<file path="config.mk">
export PLATFORM = sky130hd
export DESIGN_NAME = sequential_channel_selector_core
export DESIGN_NICKNAME = d
export VERILOG_FILES = /design/src/rtl/sqcs_pkg.sv /design/src/rtl/sqcs_schmitt.sv /design/src/rtl/sqcs_offset.sv /design/src/rtl/sqcs_regs.sv /design/src/rtl/sequential_channel_selector_core.sv
export SDC_FILE = /design/constraint.sdc
export NUM_CORES = 1
export LEC_CHECK = 0
export ABC_AREA = 1
export BUFFER_PORTS_ARGS = -buffer_cell sky130_fd_sc_hd__buf_2
export CAP_MARGIN = 20
export CORE_MARGIN = 2
export CORE_UTILIZATION = 45
export DETAILED_ROUTE_END_ITERATION = 7
export PLACE_DENSITY = 0.63
export SETUP_SLACK_MARGIN = 0.1
export SLEW_MARGIN = 20
export SYNTH_ARGS = -nofsm -noshare
export SYNTH_HDL_FRONTEND = slang
export SYNTH_HIERARCHICAL = 1
export SYNTH_SLANG_ARGS = --single-unit
export TNS_END_PERCENT = 30
</file>
<file path="constraint.sdc">
create_clock -name clk_i -period 11.7 [get_ports clk_i]
set_input_delay 1.17 -clock clk_i [delete_from_list [all_inputs] [get_ports clk_i]]
set_output_delay 1.17 -clock clk_i [all_outputs]
set_load 0.02 [all_outputs]
</file>
<file path="src/rtl/sqcs_pkg.sv">
// shared constants, types and functions of the sequential channel selector
`default_nettype none

package sqcs_pkg;

  localparam int unsigned MaxChannels = 16;
  localparam int unsigned CountW      = 5;
  localparam int unsigned StepW       = 4;
  localparam int unsigned MvW         = 15;
  localparam int unsigned ProdW       = 19;
  localparam int unsigned OffW        = 6;
  localparam int unsigned ActW        = 7;
  localparam int unsigned AddrW       = 5;
  localparam int unsigned DataW       = 32;
  localparam int unsigned LfsrW       = 32;

  localparam int signed   TrigHighMv  = 1000;
  localparam int unsigned CvFullMv    = 10000;
  // ceil(2^32 / 10000), exact floor quotient for dividends below 2^19
  localparam int unsigned RecipK      = 429497;
  localparam int unsigned RecipShift  = 32;

  localparam logic [LfsrW-1:0] LfsrMask = 32'h8020_0003;

  typedef enum logic [2:0] {
    RegCvEn   = 3'd0,
    RegUpEn   = 3'd1,
    RegDownEn = 3'd2,
    RegRndEn  = 3'd3,
    RegRstEn  = 3'd4,
    RegSeed   = 3'd5
  } reg_idx_e;

  typedef struct packed {
    logic             cv_en;
    logic             up_en;
    logic             down_en;
    logic             rnd_en;
    logic             rst_en;
    logic             seed_ld;
    logic [LfsrW-1:0] seed;
  } cfg_t;

  // threshold flags of one trigger input
  typedef struct packed {
    logic hi;
    logic lo;
  } trig_t;

  function automatic logic [LfsrW-1:0] lfsr_next(input logic [LfsrW-1:0] cur);
    logic [LfsrW-1:0] sh;
    sh = cur >> 1;
    return cur[0] ? (sh ^ LfsrMask) : sh;
  endfunction

endpackage

`default_nettype wire

</file>
<file path="src/rtl/sqcs_schmitt.sv">
// schmitt trigger with latch and rising edge detect for one trigger input
`default_nettype none

module sqcs_schmitt (
  input  wire logic          clk_i,
  input  wire logic          rst_ni,
  input  wire logic          adv_i,
  input  wire logic          en_i,
  input  wire sqcs_pkg::trig_t lvl_i,
  output logic               rise_o
);
  import sqcs_pkg::*;

  logic latch_q, latch_d;

  always_comb begin
    latch_d = latch_q;
    if (adv_i && en_i) begin
      if (latch_q) begin
        if (lvl_i.lo) begin
          latch_d = 1'b0;
        end
      end else if (lvl_i.hi) begin
        latch_d = 1'b1;
      end
    end
  end

  assign rise_o = en_i && !latch_q && lvl_i.hi;

  always_ff @(posedge clk_i or negedge rst_ni) begin
    if (!rst_ni) begin
      latch_q <= 1'b0;
    end else begin
      latch_q <= latch_d;
    end
  end

endmodule

`default_nettype wire

</file>
<file path="src/rtl/sqcs_offset.sv">
// floor division of the cv product by the full scale voltage
`default_nettype none

module sqcs_offset (
  input  wire logic signed [sqcs_pkg::ProdW-1:0] prod_i,
  output logic signed [sqcs_pkg::OffW-1:0]       off_o
);
  import sqcs_pkg::*;

  logic             neg;
  logic [ProdW-1:0] mag;
  logic [ProdW:0]   num;
  logic [39:0]      scaled;
  logic [4:0]       quo;

  always_comb begin
    neg = prod_i[ProdW-1];
    mag = neg ? (~prod_i + ProdW'(1)) : prod_i;
    // negative side rounds toward minus infinity: ceil of the magnitude
    num = {1'b0, mag} + (neg ? (ProdW+1)'(CvFullMv - 1) : '0);
    scaled = 40'(num) * 40'(RecipK);
    quo = scaled[RecipShift+4:RecipShift];
    off_o = neg ? -$signed({1'b0, quo}) : $signed({1'b0, quo});
  end

endmodule

`default_nettype wire

</file>
<file path="src/rtl/sqcs_regs.sv">
// apb configuration registers
`default_nettype none

module sqcs_regs (
  input  wire logic                        clk_i,
  input  wire logic                        rst_ni,
  input  wire logic                        psel,
  input  wire logic                        penable,
  input  wire logic                        pwrite,
  input  wire logic [sqcs_pkg::AddrW-1:0]  paddr,
  input  wire logic [sqcs_pkg::DataW-1:0]  pwdata,
  output logic [sqcs_pkg::DataW-1:0]       prdata,
  output logic                             pready,
  output sqcs_pkg::cfg_t                   cfg_o
);
  import sqcs_pkg::*;

  logic             cv_en_q, up_en_q, down_en_q, rnd_en_q, rst_en_q;
  logic [LfsrW-1:0] seed_q;
  logic             wr;
  reg_idx_e         idx;

  assign pready = 1'b1;
  assign wr     = psel && penable && pwrite && pready;
  assign idx    = reg_idx_e'(paddr[AddrW-1:2]);

  always_ff @(posedge clk_i or negedge rst_ni) begin
    if (!rst_ni) begin
      cv_en_q   <= 1'b0;
      up_en_q   <= 1'b0;
      down_en_q <= 1'b0;
      rnd_en_q  <= 1'b0;
      rst_en_q  <= 1'b0;
      seed_q    <= LfsrW'(1);
    end else if (wr) begin
      unique case (idx)
        RegCvEn:   cv_en_q   <= pwdata[0];
        RegUpEn:   up_en_q   <= pwdata[0];
        RegDownEn: down_en_q <= pwdata[0];
        RegRndEn:  rnd_en_q  <= pwdata[0];
        RegRstEn:  rst_en_q  <= pwdata[0];
        RegSeed:   seed_q    <= pwdata;
        default: ;
      endcase
    end
  end

  always_comb begin
    unique case (idx)
      RegCvEn:   prdata = DataW'(cv_en_q);
      RegUpEn:   prdata = DataW'(up_en_q);
      RegDownEn: prdata = DataW'(down_en_q);
      RegRndEn:  prdata = DataW'(rnd_en_q);
      RegRstEn:  prdata = DataW'(rst_en_q);
      RegSeed:   prdata = seed_q;
      default:   prdata = '0;
    endcase
  end

  always_comb begin
    cfg_o.cv_en   = cv_en_q;
    cfg_o.up_en   = up_en_q;
    cfg_o.down_en = down_en_q;
    cfg_o.rnd_en  = rnd_en_q;
    cfg_o.rst_en  = rst_en_q;
    cfg_o.seed_ld = wr && (idx == RegSeed);
    cfg_o.seed    = pwdata;
  end

endmodule

`default_nettype wire

</file>
<file path="src/rtl/sequential_channel_selector_core.sv">
// top level: input register, step update and cv offset, result register
// throughput: one transfer per cycle unless out_ready_i stalls the result register;
// input register and result register move together
// step and trigger latches change as an item passes; lfsr on a random step or seed write
// reset: asynchronous, active low; step 0, latches low, lfsr 1, all enables 0, seed 1
// both stages empty after reset, configuration writes taken at any time
`default_nettype none

module sequential_channel_selector_core (
  input  wire logic                               clk_i,
  input  wire logic                               rst_ni,
  // input channel
  input  wire logic                               in_valid_i,
  output logic                                    in_ready_o,
  input  wire logic [sqcs_pkg::CountW-1:0]        channel_count_i,
  input  wire logic signed [sqcs_pkg::MvW-1:0]    cv_millivolts_i,
  input  wire logic signed [sqcs_pkg::MvW-1:0]    up_millivolts_i,
  input  wire logic signed [sqcs_pkg::MvW-1:0]    down_millivolts_i,
  input  wire logic signed [sqcs_pkg::MvW-1:0]    random_millivolts_i,
  input  wire logic signed [sqcs_pkg::MvW-1:0]    reset_millivolts_i,
  // result channel
  output logic                                    out_valid_o,
  input  wire logic                               out_ready_i,
  output logic [sqcs_pkg::StepW-1:0]              active_channel_o,
  output logic                                    active_valid_o,
  output logic [sqcs_pkg::StepW-1:0]              step_position_o,
  // configuration port
  input  wire logic                               psel,
  input  wire logic                               penable,
  input  wire logic                               pwrite,
  input  wire logic [sqcs_pkg::AddrW-1:0]         paddr,
  input  wire logic [sqcs_pkg::DataW-1:0]         pwdata,
  output logic [sqcs_pkg::DataW-1:0]              prdata,
  output logic                                    pready
);
  import sqcs_pkg::*;

  cfg_t cfg;

  sqcs_regs u_regs (
    .clk_i   (clk_i),
    .rst_ni  (rst_ni),
    .psel    (psel),
    .penable (penable),
    .pwrite  (pwrite),
    .paddr   (paddr),
    .pwdata  (pwdata),
    .prdata  (prdata),
    .pready  (pready),
    .cfg_o   (cfg)
  );

  // ---------------------------------------------------------------------
  // handshake: the input stage advances whenever the result register is
  // free or being emptied in the same cycle
  // ---------------------------------------------------------------------
  logic in_vld_q, in_vld_d;
  logic out_vld_q, out_vld_d;
  logic in_xfer, adv;

  assign adv        = in_vld_q && (!out_vld_q || out_ready_i);
  assign in_ready_o = !in_vld_q || adv;
  assign in_xfer    = in_valid_i && in_ready_o;

  always_comb begin
    in_vld_d = in_vld_q;
    if (in_xfer) begin
      in_vld_d = 1'b1;
    end else if (adv) begin
      in_vld_d = 1'b0;
    end
    out_vld_d = out_vld_q;
    if (adv) begin
      out_vld_d = 1'b1;
    end else if (out_ready_i) begin
      out_vld_d = 1'b0;
    end
  end

  always_ff @(posedge clk_i or negedge rst_ni) begin
    if (!rst_ni) begin
      in_vld_q  <= 1'b0;
      out_vld_q <= 1'b0;
    end else begin
      in_vld_q  <= in_vld_d;
      out_vld_q <= out_vld_d;
    end
  end

  // ---------------------------------------------------------------------
  // ingress: saturate the count, form the cv product, reduce each trigger
  // voltage to its two schmitt thresholds
  // ---------------------------------------------------------------------
  logic [CountW-1:0]       count_sat;
  logic signed [ProdW-1:0] prod_in;
  logic signed [MvW+CountW:0] prod_full;

  assign count_sat = (channel_count_i > CountW'(MaxChannels)) ? CountW'(MaxChannels)
                                                              : channel_count_i;
  assign prod_full = cv_millivolts_i * $signed({1'b0, count_sat});
  assign prod_in   = prod_full[ProdW-1:0];

  function automatic trig_t thresholds(input logic signed [MvW-1:0] mv);
    trig_t t;
    t.hi = (mv >= MvW'(TrigHighMv));
    t.lo = (mv <= $signed(MvW'(0)));
    return t;
  endfunction

  logic [CountW-1:0]       count_q;
  logic signed [ProdW-1:0] prod_q;
  trig_t                   up_q, down_q, rnd_q, rst_q;

  // payload of the input stage, loaded on each input transfer
  always_ff @(posedge clk_i) begin
    if (in_xfer) begin
      count_q <= count_sat;
      prod_q  <= prod_in;
      up_q    <= thresholds(up_millivolts_i);
      down_q  <= thresholds(down_millivolts_i);
      rnd_q   <= thresholds(random_millivolts_i);
      rst_q   <= thresholds(reset_millivolts_i);
    end
  end

  // ---------------------------------------------------------------------
  // trigger edges, evaluated in order reset, up, down, random
  // ---------------------------------------------------------------------
  logic rst_rise, up_rise, down_rise, rnd_rise;

  sqcs_schmitt u_trig_rst (
    .clk_i (clk_i), .rst_ni (rst_ni), .adv_i (adv),
    .en_i  (cfg.rst_en), .lvl_i (rst_q), .rise_o (rst_rise)
  );
  sqcs_schmitt u_trig_up (
    .clk_i (clk_i), .rst_ni (rst_ni), .adv_i (adv),
    .en_i  (cfg.up_en), .lvl_i (up_q), .rise_o (up_rise)
  );
  sqcs_schmitt u_trig_down (
    .clk_i (clk_i), .rst_ni (rst_ni), .adv_i (adv),
    .en_i  (cfg.down_en), .lvl_i (down_q), .rise_o (down_rise)
  );
  sqcs_schmitt u_trig_rnd (
    .clk_i (clk_i), .rst_ni (rst_ni), .adv_i (adv),
    .en_i  (cfg.rnd_en), .lvl_i (rnd_q), .rise_o (rnd_rise)
  );

  // ---------------------------------------------------------------------
  // step update
  // ---------------------------------------------------------------------
  logic [StepW-1:0]        step_q, step_d;
  logic [LfsrW-1:0]        lfsr_q, lfsr_d, lfsr_adv;
  logic [StepW-1:0]        step_a, step_b, step_c;
  logic [StepW:0]          step_inc;
  logic [LfsrW+CountW-1:0] rnd_prod;

  always_comb begin
    step_a = rst_rise ? '0 : step_q;

    // up wraps to zero at the count
    step_inc = {1'b0, step_a} + (StepW+1)'(1);
    step_b   = step_a;
    if (up_rise) begin
      step_b = (step_inc >= (StepW+1)'(count_q)) ? '0 : step_inc[StepW-1:0];
    end

    // down wraps to the last channel below zero
    step_c = step_b;
    if (down_rise) begin
      priority if (count_q == '0) begin
        step_c = '0;
      end else if (step_b == '0) begin
        step_c = StepW'(count_q - CountW'(1));
      end else begin
        step_c = step_b - StepW'(1);
      end
    end

    // random step: advanced lfsr scaled by the count, top bits kept
    lfsr_adv = lfsr_next(lfsr_q);
    rnd_prod = (LfsrW+CountW)'(lfsr_adv) * (LfsrW+CountW)'(count_q);
    step_d   = rnd_rise ? rnd_prod[LfsrW+StepW-1:LfsrW] : step_c;

    // a seed write reloads the generator, a zero seed becomes one
    lfsr_d = lfsr_q;
    if (cfg.seed_ld) begin
      lfsr_d = (cfg.seed == '0) ? LfsrW'(1) : cfg.seed;
    end else if (adv && rnd_rise) begin
      lfsr_d = lfsr_adv;
    end
  end

  always_ff @(posedge clk_i or negedge rst_ni) begin
    if (!rst_ni) begin
      step_q <= '0;
      lfsr_q <= LfsrW'(1);
    end else begin
      if (adv) begin
        step_q <= step_d;
      end
      lfsr_q <= lfsr_d;
    end
  end

  // ---------------------------------------------------------------------
  // cv offset and single wrap around the count
  // ---------------------------------------------------------------------
  logic signed [OffW-1:0] off;
  logic signed [ActW-1:0] act_sum, act, cnt_s;
  logic                   use_cv, sel_ok;

  sqcs_offset u_offset (
    .prod_i (prod_q),
    .off_o  (off)
  );

  always_comb begin
    cnt_s   = $signed({2'b00, count_q});
    use_cv  = cfg.cv_en && (count_q > CountW'(1));
    act_sum = $signed({3'b000, step_d}) + ActW'(off);
    act     = $signed({3'b000, step_d});
    if (use_cv) begin
      priority if (act_sum < $signed(ActW'(0))) begin
        act = act_sum + cnt_s;
      end else if (act_sum >= cnt_s) begin
        act = act_sum - cnt_s;
      end else begin
        act = act_sum;
      end
    end
    sel_ok = (count_q != '0) && (act >= $signed(ActW'(0))) && (act < cnt_s);
  end

  // ---------------------------------------------------------------------
  // result register
  // ---------------------------------------------------------------------
  logic [StepW-1:0] act_ch_q, step_pos_q;
  logic             act_vld_q;

  always_ff @(posedge clk_i) begin
    if (adv) begin
      act_ch_q   <= sel_ok ? act[StepW-1:0] : '0;
      act_vld_q  <= sel_ok;
      step_pos_q <= step_d;
    end
  end

  assign out_valid_o      = out_vld_q;
  assign active_channel_o = act_ch_q;
  assign active_valid_o   = act_vld_q;
  assign step_position_o  = step_pos_q;

  // ---------------------------------------------------------------------
  // assertions
  // ---------------------------------------------------------------------
  a_empty_takes_input: assert property (@(posedge clk_i) disable iff (!rst_ni)
    !in_vld_q |-> in_ready_o)
    else $error("input stage empty but not ready");

  a_step_holds: assert property (@(posedge clk_i) disable iff (!rst_ni)
    !adv |=> $stable(step_q))
    else $error("step changed without an item passing");

  a_lfsr_nonzero: assert property (@(posedge clk_i) disable iff (!rst_ni)
    lfsr_q != '0)
    else $error("lfsr locked up at zero");

  a_invalid_zero: assert property (@(posedge clk_i) disable iff (!rst_ni)
    (out_vld_q && !act_vld_q) |-> (act_ch_q == '0))
    else $error("invalid selection carries a nonzero channel");

endmodule

`default_nettype wire
</file>
==> results.json <==
{
  "grt_usage_pct": 21.8,
  "dp_hpwl_mm": 45.2,
  "critPathBufInv": 11,
  "drt_first_pass_iters": 5,
  "ys_types": 68,
  "numCtsBuffers": 17,
  "clock_sinks": 120,
  "ant_nets": 0,
  "netlist_instances": 2957,
  "reg2reg_slack_ns": 0.80,
  "cts_tree": "yes",
  "grt_max_degree": 84,
  "root_buffer": "clkbuf_16",
  "synth_edf_count": 41,
  "cts_buffer_depth": 2,
  "start_util_pct": 45.5,
  "fp.coreArea_um2": 48800,
  "finalHoldViolCount": 0,
  "reg2reg_from": "prod_q[0]$_DFFE_PP_",
  "place_congestion": 0.954,
  "crit_required_ns": 11.90,
  "startpoint": "prod_q[0]$_DFFE_PP_",
  "yosysSeqAreaShare_pct": 14.5,
  "cp_slowest_cell": "fa_1",
  "layout.cells.most_common": "inv_1",
  "ys_warn_count": 6,
  "fin_crit_sh_pct": 93.1,
  "tns_ns": 0,
  "ys.flop_type": "dfrtp_1",
  "fp.dieW_um": 226,
  "cts_max_level": 4,
  "relSlewSlack_pct": 36.0,
  "tightest_slew_ns": 0.958,
  "totalWireLength_mm": 53.7,
  "n_antenna_cell": 0,
  "rows": 81,
  "insertion_delay_ns": 0.45,
  "dieArea_um2": 51100,
  "status": "completed",
  "maxCapViolations": 0,
  "slew_violations": 0,
  "fmax_mhz": 91.8,
  "max_stage_delay_ns": 0.58,
  "syn2layout_area_growth_pct": 9.27,
  "first_global_vias": 18572,
  "drtIter0Drc": 989,
  "synth-seq-cells": 120,
  "crit_arrival_ns": 11.09,
  "drc_errors": 0,
  "grt-ovfl-total": 0,
  "critPathMaxFanout": 5,
  "ios": 168,
  "crit_cells": 61,
  "r2r-end": "active_channel_o[1]$_SDFFCE_PN0P_",
  "fin_nets": 3730,
  "period_needed_ns": 10.90,
  "wire_per_inst_um": 14.3,
  "port_buffers": 164,
  "fillers": 4839,
  "fin_skew_ns": 0.0207,
  "async_reset_ff_share_pct": 65.8,
  "viasPerCell": 4.89,
  "cp_common_cell": "nand2_1",
  "postSynthAreaPerCell_um2": 7.51,
  "die_y_um": 226,
  "final_cell_mix": "inv_1, nand2_1, fa_1",
  "min_from": "u_regs/seed_q[0]$_DFFE_PN1P_",
  "via_count": 18360,
  "antenna_found_initial": 0,
  "grt_pass1_wl_mm": 89.4,
  "endpoint_kind": "flop",
  "setup_viol": 0,
  "hold_path.class": "reg -> reg",
  "cts_hold_buffers": 0,
  "crit_path_start_kind": "flop",
  "critPathCapture": "active_channel_o[1]$_SDFFCE_PN0P_",
  "netlist_area_um2": 22200,
  "cp_top_family": "adder cells",
  "r2r_cells": 61,
  "critPathKind": "reg -> reg",
  "path_clk_slew_ns": 0.06,
  "layout-drive-gt1-share_pct": 10.9
}
[cell type report]
type	count	area (um^2)	area share (%)
Multi-Input combinational cell	1965	15700	64.6
Sequential cell	120	3210	13.2
Inverter	791	2980	12.3
Timing Repair Buffer	185	985	4.06
Tap cell	664	831	3.42
Clock buffer	20	500	2.06
Clock inverter	11	83.8	0.345
[cell families (layout without fill, tap and decap cells)]
family,Yosys count,count (layout),share of synthesized area (%)
flops,120,120,14.5
xor+xnor,58,58,2.41
other cells,3,7,0.0507
fa+ha+maj,526,526,38.8
simple gates,1091,1091,21.3
compound gates,283,283,7.35
buf+inv,876,1007,15.7
[cells in the mapped netlist, types with 15 or more instances]
| master | n | share of area (%) |
|---|---|---|
| ha_1 | 255 | 14 |
| xnor2_1 | 19 | 0.75 |
| dfrtp_1 | 77 | 8.7 |
| nand2_1 | 628 | 11 |
| xor2_1 | 37 | 1.5 |
| a21oi_1 | 113 | 2.5 |
| clkbuf_1 | 31 | 0.52 |
| inv_1 | 778 | 13 |
| nand4_1 | 15 | 0.42 |
| nor4_1 | 27 | 0.76 |
| edfxtp_1 | 41 | 5.5 |
| nand3_1 | 104 | 2.3 |
| nor2_1 | 219 | 3.7 |
| o21ai_0 | 92 | 2.1 |
| fa_1 | 271 | 24 |
| nand2_2 | 31 | 0.87 |
| buf_4 | 43 | 1.5 |
[repair_timing]
action | CTS | global route
resized for setup | 0 | 28
setup endpoints to repair | 0 | 5
buffers inserted | 0 | 11
endpoints found under the hold margin | 0 | 0
[routing by layer]
layer	track usage [%]	share of wire [%]	vias to the layer above
met4	4.88	1.4	0
met3	2.67	3.1	40
li1	-	-	9147
met5	0	0	-
met2	37.2	49	293
met1	29.5	47	8880
[worst reg2reg max path: cells and delay by family (launching register included)]
kind	cells	cell delay [ns]
flip-flops	1	0.40
AND/OR/NAND/NOR	29	3.30
adder cells (fa/ha/maj)	13	4.92
XOR/XNOR	3	0.63
buffers and inverters	11	0.74
AO/OA/AOI/OAI	5	0.70
[registers in the layout, indices dropped and copies added (netlist names), 2 cells and up]
register / flops
active_channel_o: 4
count_q: 5
down_q: 2
lfsr_q: 32
prod_q: 19
rnd_q: 2
rst_q: 2
step_position_o: 4
step_q: 4
u_regs/seed_q: 32
up_q: 2
[worst min path at each step]
| stage | endpoint | cells past startpoint |
|---|---|---|
| detailed placement | u_regs/seed_q[0]$_DFFE_PN1P_ | 2 |
| global placement | u_regs/seed_q[0]$_DFFE_PN1P_ | 2 |
| floorplan | u_regs/seed_q[0]$_DFFE_PN1P_ | 2 |
| finish | u_regs/seed_q[0]$_DFFE_PN1P_ | 2 |
| CTS | u_regs/seed_q[0]$_DFFE_PN1P_ | 2 |
| global route | u_regs/seed_q[0]$_DFFE_PN1P_ | 2 |
[stage by stage]
stage | hold WS, ns | util, % | instance area, um^2 | setup slack [ns] | instances
2_1_floorplan | 0.453 | - | 22200 | 0.956 | 2961
3_3_place_gp | 0.464 | 48.0 | 23400 | 0.444 | 3714
3_5_place_dp | 0.471 | 48.0 | 23400 | 0.280 | 3714
4_1_cts | 0.479 | 49.2 | 24000 | 0.210 | 3745
5_1_grt | 0.515 | 49.7 | 24300 | -0.00948 | 3756
6_report | 0.476 | 49.7 | 24300 | 0.804 | 3756
Power is not shown: default switching activity piles up to over one toggle a cycle in this logic, so the estimate is an artifact.
